### config.mk
export PLATFORM = sky130hd
export DESIGN_NAME = uart_fifo_register_block_unit
export DESIGN_NICKNAME = d
export VERILOG_FILES = /design/src/hdl/ufrb_pkg.sv /design/src/hdl/ufrb_cell.sv /design/src/hdl/ufrb_fifo.sv /design/src/hdl/uart_fifo_register_block_unit.sv
export SDC_FILE = /design/constraint.sdc
export NUM_CORES = 1
export LEC_CHECK = 0
export ABC_AREA = 0
export BUFFER_PORTS_ARGS = -buffer_cell sky130_fd_sc_hd__buf_2
export CORE_MARGIN = 5
export CORE_UTILIZATION = 60
export CTS_BUF_LIST = sky130_fd_sc_hd__clkbuf_4
export DETAILED_ROUTE_END_ITERATION = 8
export GPL_ROUTABILITY_DRIVEN = 0
export PLACE_DENSITY = 0.9
export SYNTH_ARGS = -nofsm -noshare
export SYNTH_HDL_FRONTEND = slang
export SYNTH_SLANG_ARGS = --single-unit
### constraint.sdc
create_clock -name clk -period 4.4 [get_ports clk]
set_clock_uncertainty 0.2 [all_clocks]
set_input_delay 0.22 -clock clk [delete_from_list [all_inputs] [get_ports clk]]
set_output_delay 0.22 -clock clk [all_outputs]
set_load 0.05 [all_outputs]
### src/hdl/ufrb_pkg.sv
// Shared types and constants for the UART FIFO register block.
// No dependencies; imported by ufrb_fifo and uart_fifo_register_block_unit.
package ufrb_pkg;

    localparam int DEF_FIFO_DEPTH = 8;

    localparam logic [31:0] FULL_FLAG = 32'h8000_0000;

    // Watermark count field in txctrl / rxctrl
    localparam int WM_LSB = 16;
    localparam int WM_MSB = 18;

    typedef enum logic [1:0] {
        FUNC_READ     = 2'd0,
        FUNC_WRITE    = 2'd1,
        FUNC_BYTE_IN  = 2'd2,
        FUNC_BYTE_OUT = 2'd3
    } func_t;

    // Register word offsets
    localparam logic [2:0] REG_TXDATA = 3'd0;
    localparam logic [2:0] REG_RXDATA = 3'd1;
    localparam logic [2:0] REG_TXCTRL = 3'd2;
    localparam logic [2:0] REG_RXCTRL = 3'd3;
    localparam logic [2:0] REG_IE     = 3'd4;
    localparam logic [2:0] REG_IP     = 3'd5;
    localparam logic [2:0] REG_DIV    = 3'd6;

    // Pending / enable bit positions
    localparam int TXWM_BIT = 0;
    localparam int RXWM_BIT = 1;

    typedef struct packed {
        func_t       func;
        logic [2:0]  reg_offset;
        logic [31:0] write_value;
        logic [7:0]  incoming_byte;
    } req_t;

    typedef struct packed {
        logic [31:0] read_value;
        logic        byte_accepted;
        logic [7:0]  outgoing_byte;
        logic        outgoing_valid;
        logic        irq_level;
    } rsp_t;

    typedef struct packed {
        logic push;
        logic pop;
    } fifo_ctl_t;

endpackage

### src/hdl/ufrb_cell.sv
// One byte cell of the shifting FIFO chain.
// Depends on nothing; instantiated by ufrb_fifo.
module ufrb_cell
(
    input  logic       clk,
    input  logic       load,
    input  logic       shift,
    input  logic [7:0] load_in,
    input  logic [7:0] shift_in,
    output logic [7:0] q
);

    logic [7:0] data_reg;

    // Payload only, no reset; load and shift never coincide
    always_ff @(posedge clk)
    begin
        if (load)
        begin
            data_reg <= load_in;
        end
        else if (shift)
        begin
            data_reg <= shift_in;
        end
    end

    assign q = data_reg;

endmodule

### src/hdl/ufrb_fifo.sv
// Byte FIFO built as a chain of ufrb_cell; cell 0 is the head.
// Depends on ufrb_pkg and ufrb_cell.
module ufrb_fifo
    import ufrb_pkg::*;
#(
    parameter int FIFO_DEPTH = DEF_FIFO_DEPTH,
    parameter int LVL_W      = $clog2(FIFO_DEPTH + 1)
)
(
    input  logic             clk,
    input  logic             rst_n,
    input  fifo_ctl_t        ctl,
    input  logic [7:0]       push_data,
    output logic [7:0]       head,
    output logic [LVL_W-1:0] level,
    output logic [LVL_W-1:0] level_next,
    output logic             full,
    output logic             empty
);

    logic [LVL_W-1:0] level_reg;
    logic [7:0]       cell_q [FIFO_DEPTH];

    genvar i;
    generate
        for (i = 0; i < FIFO_DEPTH; i++)
        begin : g_cell
            logic [7:0] nb;
            if (i == FIFO_DEPTH - 1)
            begin : g_tail
                assign nb = '0;
            end
            else
            begin : g_mid
                assign nb = cell_q[i+1];
            end

            // push lands in the first free cell; pop moves every cell one step on
            ufrb_cell u_cell
            (
                .clk      (clk),
                .load     (ctl.push && (level_reg == LVL_W'(i))),
                .shift    (ctl.pop),
                .load_in  (push_data),
                .shift_in (nb),
                .q        (cell_q[i])
            );
        end
    endgenerate

    always_comb
    begin
        unique case ({ctl.push, ctl.pop})
            2'b10:   level_next = level_reg + LVL_W'(1);
            2'b01:   level_next = level_reg - LVL_W'(1);
            default: level_next = level_reg;
        endcase
    end

    always_ff @(posedge clk or negedge rst_n)
    begin
        if (!rst_n)
        begin
            level_reg <= '0;
        end
        else
        begin
            level_reg <= level_next;
        end
    end

    assign head  = cell_q[0];
    assign level = level_reg;
    assign full  = (level_reg == LVL_W'(FIFO_DEPTH));
    assign empty = (level_reg == '0);

endmodule

### src/hdl/uart_fifo_register_block_unit.sv
// UART register front end: bus register file plus transmit and receive byte FIFOs.
// The result word is registered and appears in the cycle after its request word is taken.
// Throughput: one word per cycle; the only stage is the result register, and a
// word is taken whenever that register is empty or being drained this cycle.
// Reset (rst_n low, asynchronous): both FIFOs empty, all control registers zero,
// no result pending. FIFO cell contents are not reset.
module uart_fifo_register_block_unit
    import ufrb_pkg::*;
#(
    parameter int FIFO_DEPTH = DEF_FIFO_DEPTH
)
(
    input  logic clk,
    input  logic rst_n,
    input  logic req_valid,
    output logic req_stall,
    input  req_t req,
    output logic rsp_valid,
    input  logic rsp_stall,
    output rsp_t rsp
);

    localparam int LVL_W = $clog2(FIFO_DEPTH + 1);

    // Handshake: a new word goes in whenever the result slot can take it
    logic accept;

    // Control registers
    logic [31:0] txc_reg, txc_next;
    logic [31:0] rxc_reg, rxc_next;
    logic [1:0]  ie_reg,  ie_next;
    logic [31:0] div_reg, div_next;

    // Result register
    logic rsp_valid_reg;
    rsp_t rsp_reg, rsp_next;

    // FIFO side
    fifo_ctl_t        tx_ctl, rx_ctl;
    logic [7:0]       tx_head, rx_head;
    logic [LVL_W-1:0] tx_lvl, tx_lvl_next, rx_lvl, rx_lvl_next;
    logic             tx_full, tx_empty, rx_full, rx_empty;

    logic       is_rd, is_wr;
    logic [1:0] pend_now, pend_after;

    assign req_stall = rsp_valid_reg && rsp_stall;
    assign accept    = req_valid && !req_stall;

    assign is_rd = accept && (req.func == FUNC_READ);
    assign is_wr = accept && (req.func == FUNC_WRITE);

    // Only one FIFO operation per word, so push and pop never meet
    assign tx_ctl.push = is_wr && (req.reg_offset == REG_TXDATA) && !tx_full;
    assign tx_ctl.pop  = accept && (req.func == FUNC_BYTE_OUT) && !tx_empty;
    assign rx_ctl.push = accept && (req.func == FUNC_BYTE_IN) && !rx_full;
    assign rx_ctl.pop  = is_rd && (req.reg_offset == REG_RXDATA) && !rx_empty;

    ufrb_fifo #(.FIFO_DEPTH(FIFO_DEPTH), .LVL_W(LVL_W)) u_tx_fifo
    (
        .clk        (clk),
        .rst_n      (rst_n),
        .ctl        (tx_ctl),
        .push_data  (req.write_value[7:0]),
        .head       (tx_head),
        .level      (tx_lvl),
        .level_next (tx_lvl_next),
        .full       (tx_full),
        .empty      (tx_empty)
    );

    ufrb_fifo #(.FIFO_DEPTH(FIFO_DEPTH), .LVL_W(LVL_W)) u_rx_fifo
    (
        .clk        (clk),
        .rst_n      (rst_n),
        .ctl        (rx_ctl),
        .push_data  (req.incoming_byte),
        .head       (rx_head),
        .level      (rx_lvl),
        .level_next (rx_lvl_next),
        .full       (rx_full),
        .empty      (rx_empty)
    );

    // Register writes
    always_comb
    begin
        txc_next = txc_reg;
        rxc_next = rxc_reg;
        ie_next  = ie_reg;
        div_next = div_reg;
        if (is_wr)
        begin
            // txdata is handled by the FIFO; rxdata, ip and bad offsets are ignored
            case (req.reg_offset)
                REG_TXCTRL: txc_next = req.write_value;
                REG_RXCTRL: rxc_next = req.write_value;
                REG_IE:     ie_next  = req.write_value[1:0];
                REG_DIV:    div_next = req.write_value;
                default:    ;
            endcase
        end
    end

    // Watermarks: tx below its count, rx above its count.
    // pend_now serves an ip read, pend_after drives the interrupt level.
    always_comb
    begin
        pend_now[TXWM_BIT]   = 32'(tx_lvl) < 32'(txc_reg[WM_MSB:WM_LSB]);
        pend_now[RXWM_BIT]   = 32'(rx_lvl) > 32'(rxc_reg[WM_MSB:WM_LSB]);
        pend_after[TXWM_BIT] = 32'(tx_lvl_next) < 32'(txc_next[WM_MSB:WM_LSB]);
        pend_after[RXWM_BIT] = 32'(rx_lvl_next) > 32'(rxc_next[WM_MSB:WM_LSB]);
    end

    // Result word
    always_comb
    begin
        rsp_next                = '0;
        rsp_next.byte_accepted  = rx_ctl.push;
        rsp_next.outgoing_valid = tx_ctl.pop;
        rsp_next.outgoing_byte  = tx_ctl.pop ? tx_head : 8'd0;
        rsp_next.irq_level      = |(pend_after & ie_next);
        if (is_rd)
        begin
            case (req.reg_offset)
                REG_TXDATA: rsp_next.read_value = tx_full ? FULL_FLAG : 32'd0;
                REG_RXDATA: rsp_next.read_value = rx_empty ? FULL_FLAG : {24'd0, rx_head};
                REG_TXCTRL: rsp_next.read_value = txc_reg;
                REG_RXCTRL: rsp_next.read_value = rxc_reg;
                REG_IE:     rsp_next.read_value = {30'd0, ie_reg};
                REG_IP:     rsp_next.read_value = {30'd0, pend_now};
                REG_DIV:    rsp_next.read_value = div_reg;
                default:    rsp_next.read_value = 32'd0;
            endcase
        end
    end

    always_ff @(posedge clk or negedge rst_n)
    begin
        if (!rst_n)
        begin
            txc_reg       <= '0;
            rxc_reg       <= '0;
            ie_reg        <= '0;
            div_reg       <= '0;
            rsp_valid_reg <= 1'b0;
        end
        else
        begin
            txc_reg <= txc_next;
            rxc_reg <= rxc_next;
            ie_reg  <= ie_next;
            div_reg <= div_next;
            if (accept)
            begin
                rsp_valid_reg <= 1'b1;
            end
            else if (!rsp_stall)
            begin
                rsp_valid_reg <= 1'b0;
            end
        end
    end

    // Result payload holds while stalled
    always_ff @(posedge clk)
    begin
        if (accept)
        begin
            rsp_reg <= rsp_next;
        end
    end

    assign rsp_valid = rsp_valid_reg;
    assign rsp       = rsp_reg;

    // Every taken word yields a result in the next cycle
    a_rsp_follows: assert property (@(posedge clk) disable iff (!rst_n)
        accept |=> rsp_valid)
        else $error("result missing after accepted word");

    // A held result must block the input side
    a_no_overrun: assert property (@(posedge clk) disable iff (!rst_n)
        (rsp_valid && rsp_stall) |-> !accept)
        else $error("word accepted over a stalled result");

    // Across both FIFOs, at most one push or pop happens in one cycle
    a_one_op: assert property (@(posedge clk) disable iff (!rst_n)
        $countones({tx_ctl.push, tx_ctl.pop, rx_ctl.push, rx_ctl.pop}) <= 1)
        else $error("more than one FIFO operation for one word");

    // Fill levels stay within depth
    a_level_bound: assert property (@(posedge clk) disable iff (!rst_n)
        (32'(tx_lvl) <= 32'(FIFO_DEPTH)) && (32'(rx_lvl) <= 32'(FIFO_DEPTH)))
        else $error("FIFO level beyond depth");

endmodule

Yosys cells after proc, flatten, opt, wreduce, memory -nomap -nowiden
Cells that the tools add are included.
{"block": "op_classes", "magnitude_cmp": 4, "shift": 0, "bitwise_logic": 1, "n_div": 0, "eq_ne": 30, "reduce_logical": 57, "n_mux": 45, "addsub": 4, "mul": 0}
{"op": "8-bit two-way mux", "count": 32}
{"op": "32-bit one-hot mux with 7 select lines", "count": 1}
{"op": "19-bit two-way mux", "count": 4}
{"op": "32-bit two-way mux", "count": 2}
{"op": "4-bit by 3-bit == test with 1-bit output (second input constant)", "count": 8}
{"op": "2-bit nonzero test", "count": 16}
{"op": "1-bit logical AND", "count": 28}
{"op": "4-bit by 2-bit == test with 1-bit output (second input constant)", "count": 4}
{"op": "4-bit one-hot mux with 2 select lines", "count": 2}
{"op": "3-bit == test (second input constant)", "count": 3}
{"op": "4-bit by 1-bit adder with 4-bit output (second input constant)", "count": 2}
{"op": "2-bit == test (second input constant)", "count": 4}
{"op": "4-bit by 1-bit == test with 1-bit output (second input constant)", "count": 2}
{"op": "4-bit == test (second input constant)", "count": 2}
{"op": "4-bit by 3-bit greater-than comparator with 1-bit output", "count": 2}
{"op": "4-bit logical NOT", "count": 2}
{"op": "4-bit by 3-bit less-than comparator with 1-bit output", "count": 2}
{"op": "4-bit by 1-bit subtractor with 4-bit output (second input constant)", "count": 2}
{"op": "2-bit by 1-bit == test with 1-bit output (second input constant)", "count": 3}
{"op": "3-bit by 2-bit == test with 1-bit output (second input constant)", "count": 2}
{"op": "2-bit AND reduction", "count": 3}
{"op": "1-bit logical NOT", "count": 5}
{"op": "2-bit two-way mux", "count": 2}
{"op": "3-bit by 1-bit == test with 1-bit output (second input constant)", "count": 1}
{"op": "other kinds (6)", "count": 7}
{"block": "word_totals", "register_bits": 278, "latch_bits": 0, "word_cells": 171, "rom_bits": 0, "mem_bits_rw": 0, "memories": 0, "in_bits": 49}

Longest topological paths before layout
Gate-level depths: netlist of the first run.
{"block": "logic_depth", "ltp_word": 11, "mapped_depth": 17}

Modules after synthesis
From an unflattened synthesis of the first run, not the netlist that was laid out.
{"block": "hier_totals", "cells_unflattened": 868, "area_unflattened_um2": 13405.4}
{"module": "uart_fifo_register_block_unit", "area_each_um2": 6516.2, "instances": 1, "cells_per_inst": 484, "seq_area_each_um2": 3768.6}
{"module": "ufrb_cell", "area_each_um2": 377.9, "instances": 16, "cells_per_inst": 18, "seq_area_each_um2": 240.2}
{"module": "ufrb_fifo", "area_each_um2": 421.7, "instances": 2, "cells_per_inst": 48, "seq_area_each_um2": 100.1}

Worst setup path after synthesis of the first run
No wires, ideal clock.
{"block": "synth_path", "path_type": "reg-to-reg", "start": "register u_rx_fifo.level_reg[0] (netlist: u_rx_fifo.level[0])", "end": "register rsp_reg, in the netlist rsp[0], data pin", "t_arrival_ns": 3.195, "path_stages_with_launch": 16, "path_buffers": 1, "setup_ns": 0.263, "required_time_ns": 3.937, "path_slack_ns": 0.741, "synth_period_minus_slack_ns": 3.659, "path_cell_list": "dfrtp_1 > inv_1 > ha_1 > nor3b_1 > nor4b_2 > nand2_1 > inv_1 > ha_1 > clkbuf_1 > o21ai_0 > ha_1 > nor2b_1 > o21ai_0 > a32oi_1 > o21ai_0 > o41ai_1"}
{"element": "start: declaration", "line_no": "ufrb_fifo.sv:21", "rtl": "logic [LVL_W-1:0] level_reg;"}
{"element": "start signal: assignment", "line_no": "ufrb_fifo.sv:68", "rtl": "level_reg <= level_next;"}
{"element": "end signal: assignment", "line_no": "uart_fifo_register_block_unit.sv:170", "rtl": "rsp_reg <= rsp_next;"}
{"element": "end: declaration", "line_no": "uart_fifo_register_block_unit.sv:36", "rtl": "rsp_t rsp_reg, rsp_next;"}

==> results of run 1 <==
## power by group
group | internal, mW | switching, mW | total (mW)
Clock | 1.39 | 1.05 | 2.44
Sequential | 2.93 | 0.0985 | 3.03
Combinational | 0.269 | 0.325 | 0.594
Total | 4.59 | 1.48 | 6.07
## path summary, 6_finish.rpt
kind,from,endpoint,slack (ps),depth (start not counted)
max,u_rx_fifo.level[0]$_DFF_PN0_,rsp[0]$_DFFE_PP_,590,15
min,rst_n,div_reg[25]$_DFFE_PN0P_,2,2
max reg2reg,u_rx_fifo.level[0]$_DFF_PN0_,rsp[0]$_DFFE_PP_,590,15
min reg2reg,txc_reg[6]$_DFFE_PN0P_,txc_reg[6]$_DFFE_PN0P_,300,1
max in group asynchronous,rst_n,rxc_reg[12]$_DFFE_PN0P_,2990,3
min in group clk,req[43],ie_reg[1]$_DFF_PN0_,50,4
## cell usage after synthesis, types with 4 or more instances
cell type  count
a21o_1         4
a21oi_1       11
a22oi_1        6
and2_1        26
buf_1          8
buf_2         15
clkbuf_1      21
dfrtp_1      107
edfxtp_1     171
ha_1          23
inv_1         21
mux2_2       208
mux2i_1       39
nand2_1       48
nand3_1       10
nand3_2        8
nor2_1        48
nor2b_1        7
nor3_1         4
nor4b_4        4
o21ai_0       15
o22a_1        18
o22ai_1        6
or2_2          6
## through the flow
| step | hold slack (ps) | utilization, % | setup WS, ps | power (mW) | area [um2] |
|---|---|---|---|---|---|
| 6_report | 1.79 | 71.4 | 589 | 6.07 | 14900 |
| 5_1_grt | 46.4 | 71.4 | 111 | 6.34 | 14900 |
| 4_1_cts | 1.07 | 71.3 | 594 | 6.10 | 14900 |
| 3_5_place_dp | 224 | 64.2 | 575 | 3.62 | 13400 |
| 3_3_place_gp | 214 | 64.2 | 875 | 3.59 | 13400 |
| 2_1_floorplan | -276 | - | 741 | 3.44 | 12700 |
## layer usage
layer  vias to the layer above  wire length, um
met5                         -               13
met4                         2              835
met3                        67             1820
met1                      3977            10900
li1                       3650                -
met2                       319            14300
## area by class of cell
class	count	area share, %
flip-flops and latches	278	52.4
multi-input cells	528	30.9
repair buffers	153	6.95
clock buffers	117	5.89
well taps	275	2.31
clock inverters	15	1.02
inverters	21	0.529
diodes	2	0.0336
## cell usage in the layout, fill, tap and decap left out, drive strengths merged, types with 2 or more instances in the layout
master       count
a21o             4
ha              23
dlygate4sd3     47
mux2i           39
inv             21
nor2            48
nand2           48
nor3             4
a32oi            2
nand3           18
diode            2
nand3b           6
o21ai           15
mux2           208
or2              6
and2            26
clkbuf         117
and3             3
a21oi           11
nor4b            8
nand4            2
edfxtp         171
nor3b            3
dfrtp          107
o22a            18
a21boi           3
buf            106
clkinv          11
a22oi            6
bufinv           3
o22ai            6
nor2b            7
## what timing repair did
| action | CTS | global route |
|---|---|---|
| setup endpoints to repair | 0 | 0 |
| hold endpoints to repair | 314 | 1 |
| resized for setup | 0 | 0 |
| hold buffers | 46 | 1 |
| setup buffers | 0 | 0 |
## kinds of logic (layout without fill, tap and decap cells)
| group | Yosys count | in the layout | synth area share [%] |
|---|---|---|---|
| other cells | 0 | 2 | 0 |
| compound gates | 73 | 73 | 4.06 |
| simple gates | 185 | 185 | 8.37 |
| fa+ha+maj | 23 | 23 | 2.27 |
| flops | 278 | 278 | 61.6 |
| buf+inv | 66 | 306 | 2.13 |
| mux | 247 | 247 | 21.6 |
## worst reg2reg max path, delay by kind of cell, from the launching register on
family / cells / cell delay, ps
adder cells (fa/ha/maj): 3 / 1010
AND/OR/NAND/NOR: 4 / 900
AO/OA/AOI/OAI: 6 / 750
flip-flops: 1 / 440
buffers and inverters: 2 / 270
==> impl_metrics.env, run 1 <==
export IMPL_critPathRequiredTime_ps=4600
export IMPL_core_um2=20900
export IMPL_numCtsBuffers=73
export IMPL_synth_seq_cells=278
export IMPL_cp_top_family="adder cells"
export IMPL_netlist_area_um2=12700
export IMPL_grt_use_met2_pct=40.5
export IMPL_antenna_left=0
export IMPL_grt_busiest_layer="met2"
export IMPL_cts_buffer_depth=3
export IMPL_n_fill_cell=1258
export IMPL_synth_warnings=0
export IMPL_fmax_ghz=0.262
export IMPL_dr_pass1_iters=5
export IMPL_clk_latency_ps=690
export IMPL_synth_cell_type_count=49
export IMPL_syn_num_nets=944
export IMPL_critPathMaxFanout=10
export IMPL_grt_pass1_vias=8623
export IMPL_final_period_minus_worst_setup_slack_ps=3810
export IMPL_max_stage_delay_ps=510
export IMPL_hold_viol=0
export IMPL_synth_top_area_share_pct=40.5
export IMPL_synth_avg_cell_area_um2=14.5
export IMPL_tritoncts="done"
export IMPL_crit_type="flop to flop"
export IMPL_grt_pass1_wl_mm=44.7
export IMPL_via_per_inst=5.77
export IMPL_ios=94
export IMPL_status="complete, no violations"
export IMPL_synth_main_ff_cell="edfxtp_1"
export IMPL_drv_cap=0
export IMPL_grt_setup_unrepaired="no"
export IMPL_cp_end_kind="flop"
export IMPL_placed_cells=1208
export IMPL_gr_usage_met3_pct=5.81
export IMPL_cts_root_buf="clkbuf_4"
export IMPL_maxSlewHeadroom_pct=33.8
export IMPL_clock_sinks=278
export IMPL_dieArea_um2=24100
export IMPL_grt_max_degree=75
export IMPL_nets=1127
export IMPL_finalNonFillerCells=1389
export IMPL_critPathSlowestCell="nor3b_1"
export IMPL_seq_area_um2=7810
export IMPL_worst_slew_pin_transition_ps=991
export IMPL_startpoint_type="flop"
export IMPL_fp_dieW_um=155
export IMPL_synth_area_leaders="edfxtp_1 (41%), dfrtp_1 (21%), mux2_2 (18%)"
export IMPL_ys_seq_area_share_pct=61.6
export IMPL_overflow=0
export IMPL_cts_clk_slew_worst_paths_ps=70
export IMPL_port_buffer_count=93
export IMPL_vias=8015
export IMPL_setup_viol=0
export IMPL_drive_gt1_share_pct=41.9
export IMPL_antenna_found_initial=3
export IMPL_post_route_drc_count=0
export IMPL_drv_slew=0
export IMPL_syn_inst=872
export IMPL_hold_class="primary input to asynchronous set/reset pin"
export IMPL_ir_drop_v=0.000243
export IMPL_power_density_nw_per_um2=407
export IMPL_htreeDepth=3
export IMPL_yosysTopAreaCell="edfxtp_1"
export IMPL_crit_arrival_ps=4010
export IMPL_die_h_um=155
export IMPL_ys_async_sr_fraction_pct=38.5
export IMPL_fin_crit_sh_pct=86.6
export IMPL_initial_utilization_pct=60.7
export IMPL_path_cells="inv_1, ha_1, nor3b_1, nor4b_2, nand2_1, inv_1, ha_1, nor2b_1, o21ai_0, o211ai_1, ha_1, o21ai_0, a32oi_1, o21ai_0, o41ai_1"
export IMPL_detail_route_wl_per_cell_um=20.1
export IMPL_fin_setup_tns_ps=0
export IMPL_p_leak_nw=6.14
export IMPL_multi_input_area_um2=4600
export IMPL_rows=53
export IMPL_grt_usage_pct=23.5
export IMPL_drt_wl_total_mm=27.9
export IMPL_hpwlAfterDp_mm=17.2
export IMPL_drt_iter0_drc=523
export IMPL_met1_usage_pct=28.4
export IMPL_synthToLayoutAreaGrowth_pct=17.6
export IMPL_worst_path_buf_inv=2
export IMPL_synth_edf_count=171
(Power assumes the default switching activity.)
==> inputs of run 2 (changes only) <==
- GPL_TIMING_DRIVEN: not set -> 0
==> impl_metrics.env, run 2 (synthesis gave the netlist of run 1 again) <==
export IMPL_hold_class="primary input to flop"
export IMPL_ff2ff_setup_slack_ps=320
export IMPL_drt_wl_total_mm=28.6
export IMPL_fp_dieW_um=155
export IMPL_final_common_cell="mux2_2"
export IMPL_critPathMaxFanout=10
export IMPL_crit_type="flop to flop"
export IMPL_p_leak_nw=6.17
export IMPL_core_um2=20900
export IMPL_hpwlAfterDp_mm=18.2
export IMPL_hold_viol=0
export IMPL_grt_busiest_layer="met2"
export IMPL_drv_cap=0
export IMPL_drive_gt1_share_pct=41.0
export IMPL_setup_ws_ps=323
export IMPL_critPathRequiredTime_ps=4570
export IMPL_numCtsBuffers=72
export IMPL_htreeDepth=3
export IMPL_met1_usage_pct=30.4
export IMPL_post_route_drc_count=0
export IMPL_grt_usage_pct=24.3
export IMPL_cts_clk_slew_worst_paths_ps=80
export IMPL_setup_viol=0
export IMPL_fmax_ghz=0.245
export IMPL_grt_use_met2_pct=41.3
export IMPL_via_per_inst=5.78
export IMPL_grt_pass1_vias=8698
export IMPL_power_density_nw_per_um2=398
export IMPL_fin_crit_sh_pct=92.7
export IMPL_initial_utilization_pct=60.7
export IMPL_cp_end_kind="flop"
export IMPL_vias=8217
export IMPL_n_fill_cell=1260
export IMPL_detail_route_wl_per_cell_um=20.1
export IMPL_crit_arrival_ps=4250
export IMPL_fin_util_pct=72.0
export IMPL_fin_setup_tns_ps=0
export IMPL_rows=53
export IMPL_ios=94
export IMPL_clk_latency_ps=680
export IMPL_gr_usage_met3_pct=5.40
export IMPL_nets=1162
export IMPL_dr_pass1_iters=5
export IMPL_power_mw=5.99
export IMPL_antenna_found_initial=4
export IMPL_die_h_um=155
export IMPL_worst_slew_pin_transition_ps=869
export IMPL_status="complete, no violations"
export IMPL_pre_cts_slack_ps=-254
export IMPL_clock_sinks=278
export IMPL_dieArea_um2=24100
export IMPL_ir_drop_v=0.000372
export IMPL_tritoncts="done"
export IMPL_port_buffer_count=93
export IMPL_synthToLayoutAreaGrowth_pct=18.7
export IMPL_overflow=0
export IMPL_cts_root_buf="clkbuf_4"
export IMPL_cts_buffer_depth=3
export IMPL_layout_common_cells="mux2_2 (208), edfxtp_1 (171), clkbuf_4 (113)"
export IMPL_grt_setup_unrepaired="no"
export IMPL_maxSlewHeadroom_pct=42.1
export IMPL_startpoint_type="flop"
export IMPL_grt_max_degree=55
export IMPL_drt_iter0_drc=685
export IMPL_grt_pass1_wl_mm=46.1
export IMPL_drv_slew=0
export IMPL_final_period_minus_worst_setup_slack_ps=4080
export IMPL_whs_ps=38.2
export IMPL_antenna_left=0
run 2: changes by cell type in the layout (fill, tap and decap cells not counted), moves of 2 or more:
cell | previous run | this run
buf_1 | 0 | 8
clkbuf_4 | 117 | 113
buf_2 | 92 | 107
clkinv_4 | 2 | 0
clkinv_1 | 6 | 9
clkinv_2 | 3 | 1
clkbuf_1 | 0 | 21
buf_16 | 0 | 2
clkinvlp_4 | 1 | 4
buf_4 | 14 | 4
run 2: layout make-up:
type / instances / area (um2) / area share [%]
repair buffers: 144 / 1020 / 6.77
diodes: 2 / 5.00 / 0.0333
plain buffers: 45 / 191 / 1.27
flip-flops and latches: 278 / 7810 / 51.9
clock buffers: 113 / 848 / 5.64
inverters: 21 / 82.6 / 0.549
well taps: 275 / 344 / 2.29
multi-input cells: 528 / 4620 / 30.7
clock inverters: 16 / 130 / 0.865
run 2: stage by stage:
step	cell area, um2	std cells
global placement	13500	1240
global route	15000	1422
finish	15000	1422
floorplan	12700	872
CTS	15000	1418
detailed placement	13500	1242
run 2: path summary, 6_finish.rpt:
path	end	startpoint	depth (start not counted)
worst max-delay path	rsp[0]$_DFFE_PP_	u_rx_fifo.level[0]$_DFF_PN0_	15
worst min-delay path	u_tx_fifo.g_cell[4].u_cell.q[0]$_DFFE_PP_	req[42]	4
worst max register to register	rsp[0]$_DFFE_PP_	u_rx_fifo.level[0]$_DFF_PN0_	15
worst min register to register	rsp[8]$_SDFFCE_PN0P_	u_tx_fifo.g_cell[0].u_cell.q[6]$_DFFE_PP_	1
max in group asynchronous	u_tx_fifo.level[0]$_DFF_PN0_	rst_n	4
min in group asynchronous	div_reg[21]$_DFFE_PN0P_	rst_n	4
run 2: layer usage:
metal | vias to the layer above | routed length [um]
met5 | - | 13
met4 | 2 | 846
met3 | 73 | 1970
met2 | 344 | 14700
met1 | 4078 | 11100
li1 | 3720 | -
run 2: critical path, cell delays in order (launching register included):
cell      delay [ps]
dfrtp_1          460
inv_1            130
ha_1             280
nor3b_4          200
nor4b_4          330
nand2_1          260
inv_1            230
ha_1             270
clkbuf_1         210
o21ai_0          290
ha_1             300
nor2b_1          130
o21ai_0          170
a32oi_1           70
o21ai_0          140
o41ai_1          110
run 2: repair_timing:
item                                    in CTS  in global routing
endpoints found under the setup margin       1                  1
pin swaps                                    0                  1
hold buffers                                47                  0
buffers inserted                             0                  2
hold endpoints to repair                   257                  0
resized for setup                            2                  2
run 2: power by group:
part	switching (mW)	internal [mW]	leakage, nW
sequential	0.0983	2.93	2.96
clock	1.05	1.29	0.571
combinational	0.337	0.276	2.64
total	1.49	4.50	6.17
==> inputs of run 3 (changes only) <==
- CORE_UTILIZATION: 60 -> 35
- PLACE_DENSITY: 0.9 -> 0.61
==> impl_metrics.env, run 3 (synthesis gave the netlist of run 1 again) <==
export IMPL_status="complete, no violations"
export IMPL_grt_pass1_vias=8220
export IMPL_synthToLayoutAreaGrowth_pct=21.1
export IMPL_overflow=0
export IMPL_fmax_ghz=0.250
export IMPL_fp_dieW_um=200
export IMPL_maxSlewHeadroom_pct=41.7
export IMPL_fin_setup_tns_ps=0
export IMPL_power_density_nw_per_um2=386
export IMPL_clock_sinks=278
export IMPL_antenna_found_initial=6
export IMPL_placed_cells=1428
export IMPL_fin_area_um2=15300
export IMPL_final_period_minus_worst_setup_slack_ps=4000
export IMPL_crit_type="flop to flop"
export IMPL_worstHoldPathCells=3
export IMPL_antenna_left=0
export IMPL_hold_viol=0
export IMPL_dieArea_um2=40100
export IMPL_finalNonFillerCells=1624
export IMPL_hold_class="primary input to flop"
export IMPL_drt_iter0_drc=347
export IMPL_critPathRequiredTime_ps=4630
export IMPL_rr_worst_depth=15
export IMPL_power_frac_clock_pct=38.8
export IMPL_initial_utilization_pct=35.6
export IMPL_port_buffer_count=93
export IMPL_hpwlAfterDp_mm=19.5
export IMPL_drive_gt1_share_pct=41.0
export IMPL_critPathSlowestCell="dfrtp_1"
export IMPL_critPathMaxFanout=10
export IMPL_ios=94
export IMPL_switching_share_pct=24.9
export IMPL_tritoncts="done"
export IMPL_pwr_share_seq_pct=51.0
export IMPL_die_h_um=200
export IMPL_placedInstanceArea_um2=13800
export IMPL_final_common_cell="mux2_2"
export IMPL_drv_cap=0
export IMPL_via_per_inst=4.88
export IMPL_vias=7923
export IMPL_worst_path_buf_inv=3
export IMPL_switchingPower_mw=1.48
export IMPL_nets=1174
export IMPL_comb_power_share_pct=10.2
export IMPL_post_route_drc_count=0
export IMPL_setup_ws_ps=405
export IMPL_n_fill_cell=3274
export IMPL_path_cells="inv_1, ha_1, nor3b_4, nor4b_4, nand2_2, inv_1, ha_1, clkbuf_1, nand3b_1, o211ai_1, ha_1, o21ai_0, a32oi_1, o21ai_0, o41ai_2"
export IMPL_grt_setup_unrepaired="no"
export IMPL_pre_cts_slack_ps=-443
export IMPL_drv_slew=0
export IMPL_htreeDepth=3
export IMPL_setup_viol=0
export IMPL_max_stage_delay_ps=470
export IMPL_cts_clk_slew_worst_paths_ps=60
export IMPL_worst_slew_pin_transition_ps=875
export IMPL_crit_arrival_ps=4230
export IMPL_clk_latency_ps=740
export IMPL_fin_crit_sh_pct=90.8
export IMPL_cpMostUsedCell="ha_1"
export IMPL_ir_drop_v=0.000223
export IMPL_cp_top_family="simple AND/OR/NAND/NOR gates"
export IMPL_drt_wl_total_mm=28.1
export IMPL_startpoint_type="flop"
export IMPL_core_um2=35700
export IMPL_detail_route_wl_per_cell_um=17.3
export IMPL_grt_usage_pct=14.0
export IMPL_cp_num_cells=15
export IMPL_cts_root_buf="clkbuf_4"
export IMPL_layout_common_cells="mux2_2 (208), edfxtp_1 (171), clkbuf_4 (119)"
export IMPL_p_leak_nw=6.21
export IMPL_numCtsBuffers=78
export IMPL_cts_buffer_depth=3
export IMPL_dr_pass1_iters=7
export IMPL_p_int_mw=4.44
export IMPL_rows=69
export IMPL_cp_end_kind="flop"
export IMPL_grt_pass1_wl_mm=45.2
export IMPL_grt_max_degree=69
## run 3: path summary, 6_finish.rpt
kind	startpoint	endpoint	slack, ps
worst min register to register	u_tx_fifo.g_cell[0].u_cell.q[5]$_DFFE_PP_	rsp[7]$_SDFFCE_PN0P_	300
worst max register to register	u_rx_fifo.level[0]$_DFF_PN0_	rsp[0]$_DFFE_PP_	400
worst min-delay path	req[36]	div_reg[28]$_DFFE_PN0P_	90
min in group asynchronous	rst_n	div_reg[26]$_DFFE_PN0P_	380
worst max-delay path	u_rx_fifo.level[0]$_DFF_PN0_	rsp[0]$_DFFE_PP_	400
max in group asynchronous	rst_n	div_reg[4]$_DFFE_PN0P_	3230
## run 3: layer usage
metal | vias to the layer above | GRT usage [%] | share of wire (%)
met1 | 3904 | 18.0 | 44
met3 | 57 | 3.98 | 5.8
li1 | 3767 | - | -
met2 | 189 | 22.9 | 48
met4 | 6 | 4.94 | 2.1
met5 | - | 0 | 0.12
## run 3: power groups by stage
stage,Sequential (mW),Combinational [mW],Clock [mW]
3_3_place_gp,3.07,0.545,0
3_5_place_dp,3.07,0.564,0
5_1_grt,3.04,0.665,2.52
6_report,3.02,0.601,2.30
2_1_floorplan,3.12,0.326,0
4_1_cts,3.02,0.608,2.40
## run 3: stage by stage
| step | util, % | total power [mW] | hold WS [ps] |
|---|---|---|---|
| floorplan | - | 3.44 | -276 |
| global placement | 38.5 | 3.61 | 270 |
| detailed placement | 38.6 | 3.63 | 50.5 |
| CTS | 43.0 | 6.02 | 3.30 |
| global route | 43.0 | 6.22 | 52.3 |
| finish | 43.0 | 5.92 | 88.5 |
## run 3: tightest hold or removal path, delay by kind of cell
family                 cells  cell delay [ps]
multiplexers               1              140
buffers and inverters      2              610
## run 3: what timing repair did
item	4_1_cts	5_1_grt
resized for setup	2	5
setup endpoints to repair	1	1
pin swaps	1	0
buffers inserted	1	1
endpoints found under the hold margin	299	0
hold buffers	53	0
## run 3: area by class of cell
class                           instances  area [um2]  share of cell area (%)
Sequential cell                       278        7810                    50.9
Multi-Input combinational cell        528        4630                    30.1
Timing Repair Buffer                  150        1070                    6.98
Clock buffer                          119         893                    5.82
Tap cell                              461         577                    3.76
Buffer                                 45         191                    1.25
Clock inverter                         20        88.8                   0.579
Inverter                               21        82.6                   0.538
Antenna cell                            2        5.00                  0.0326
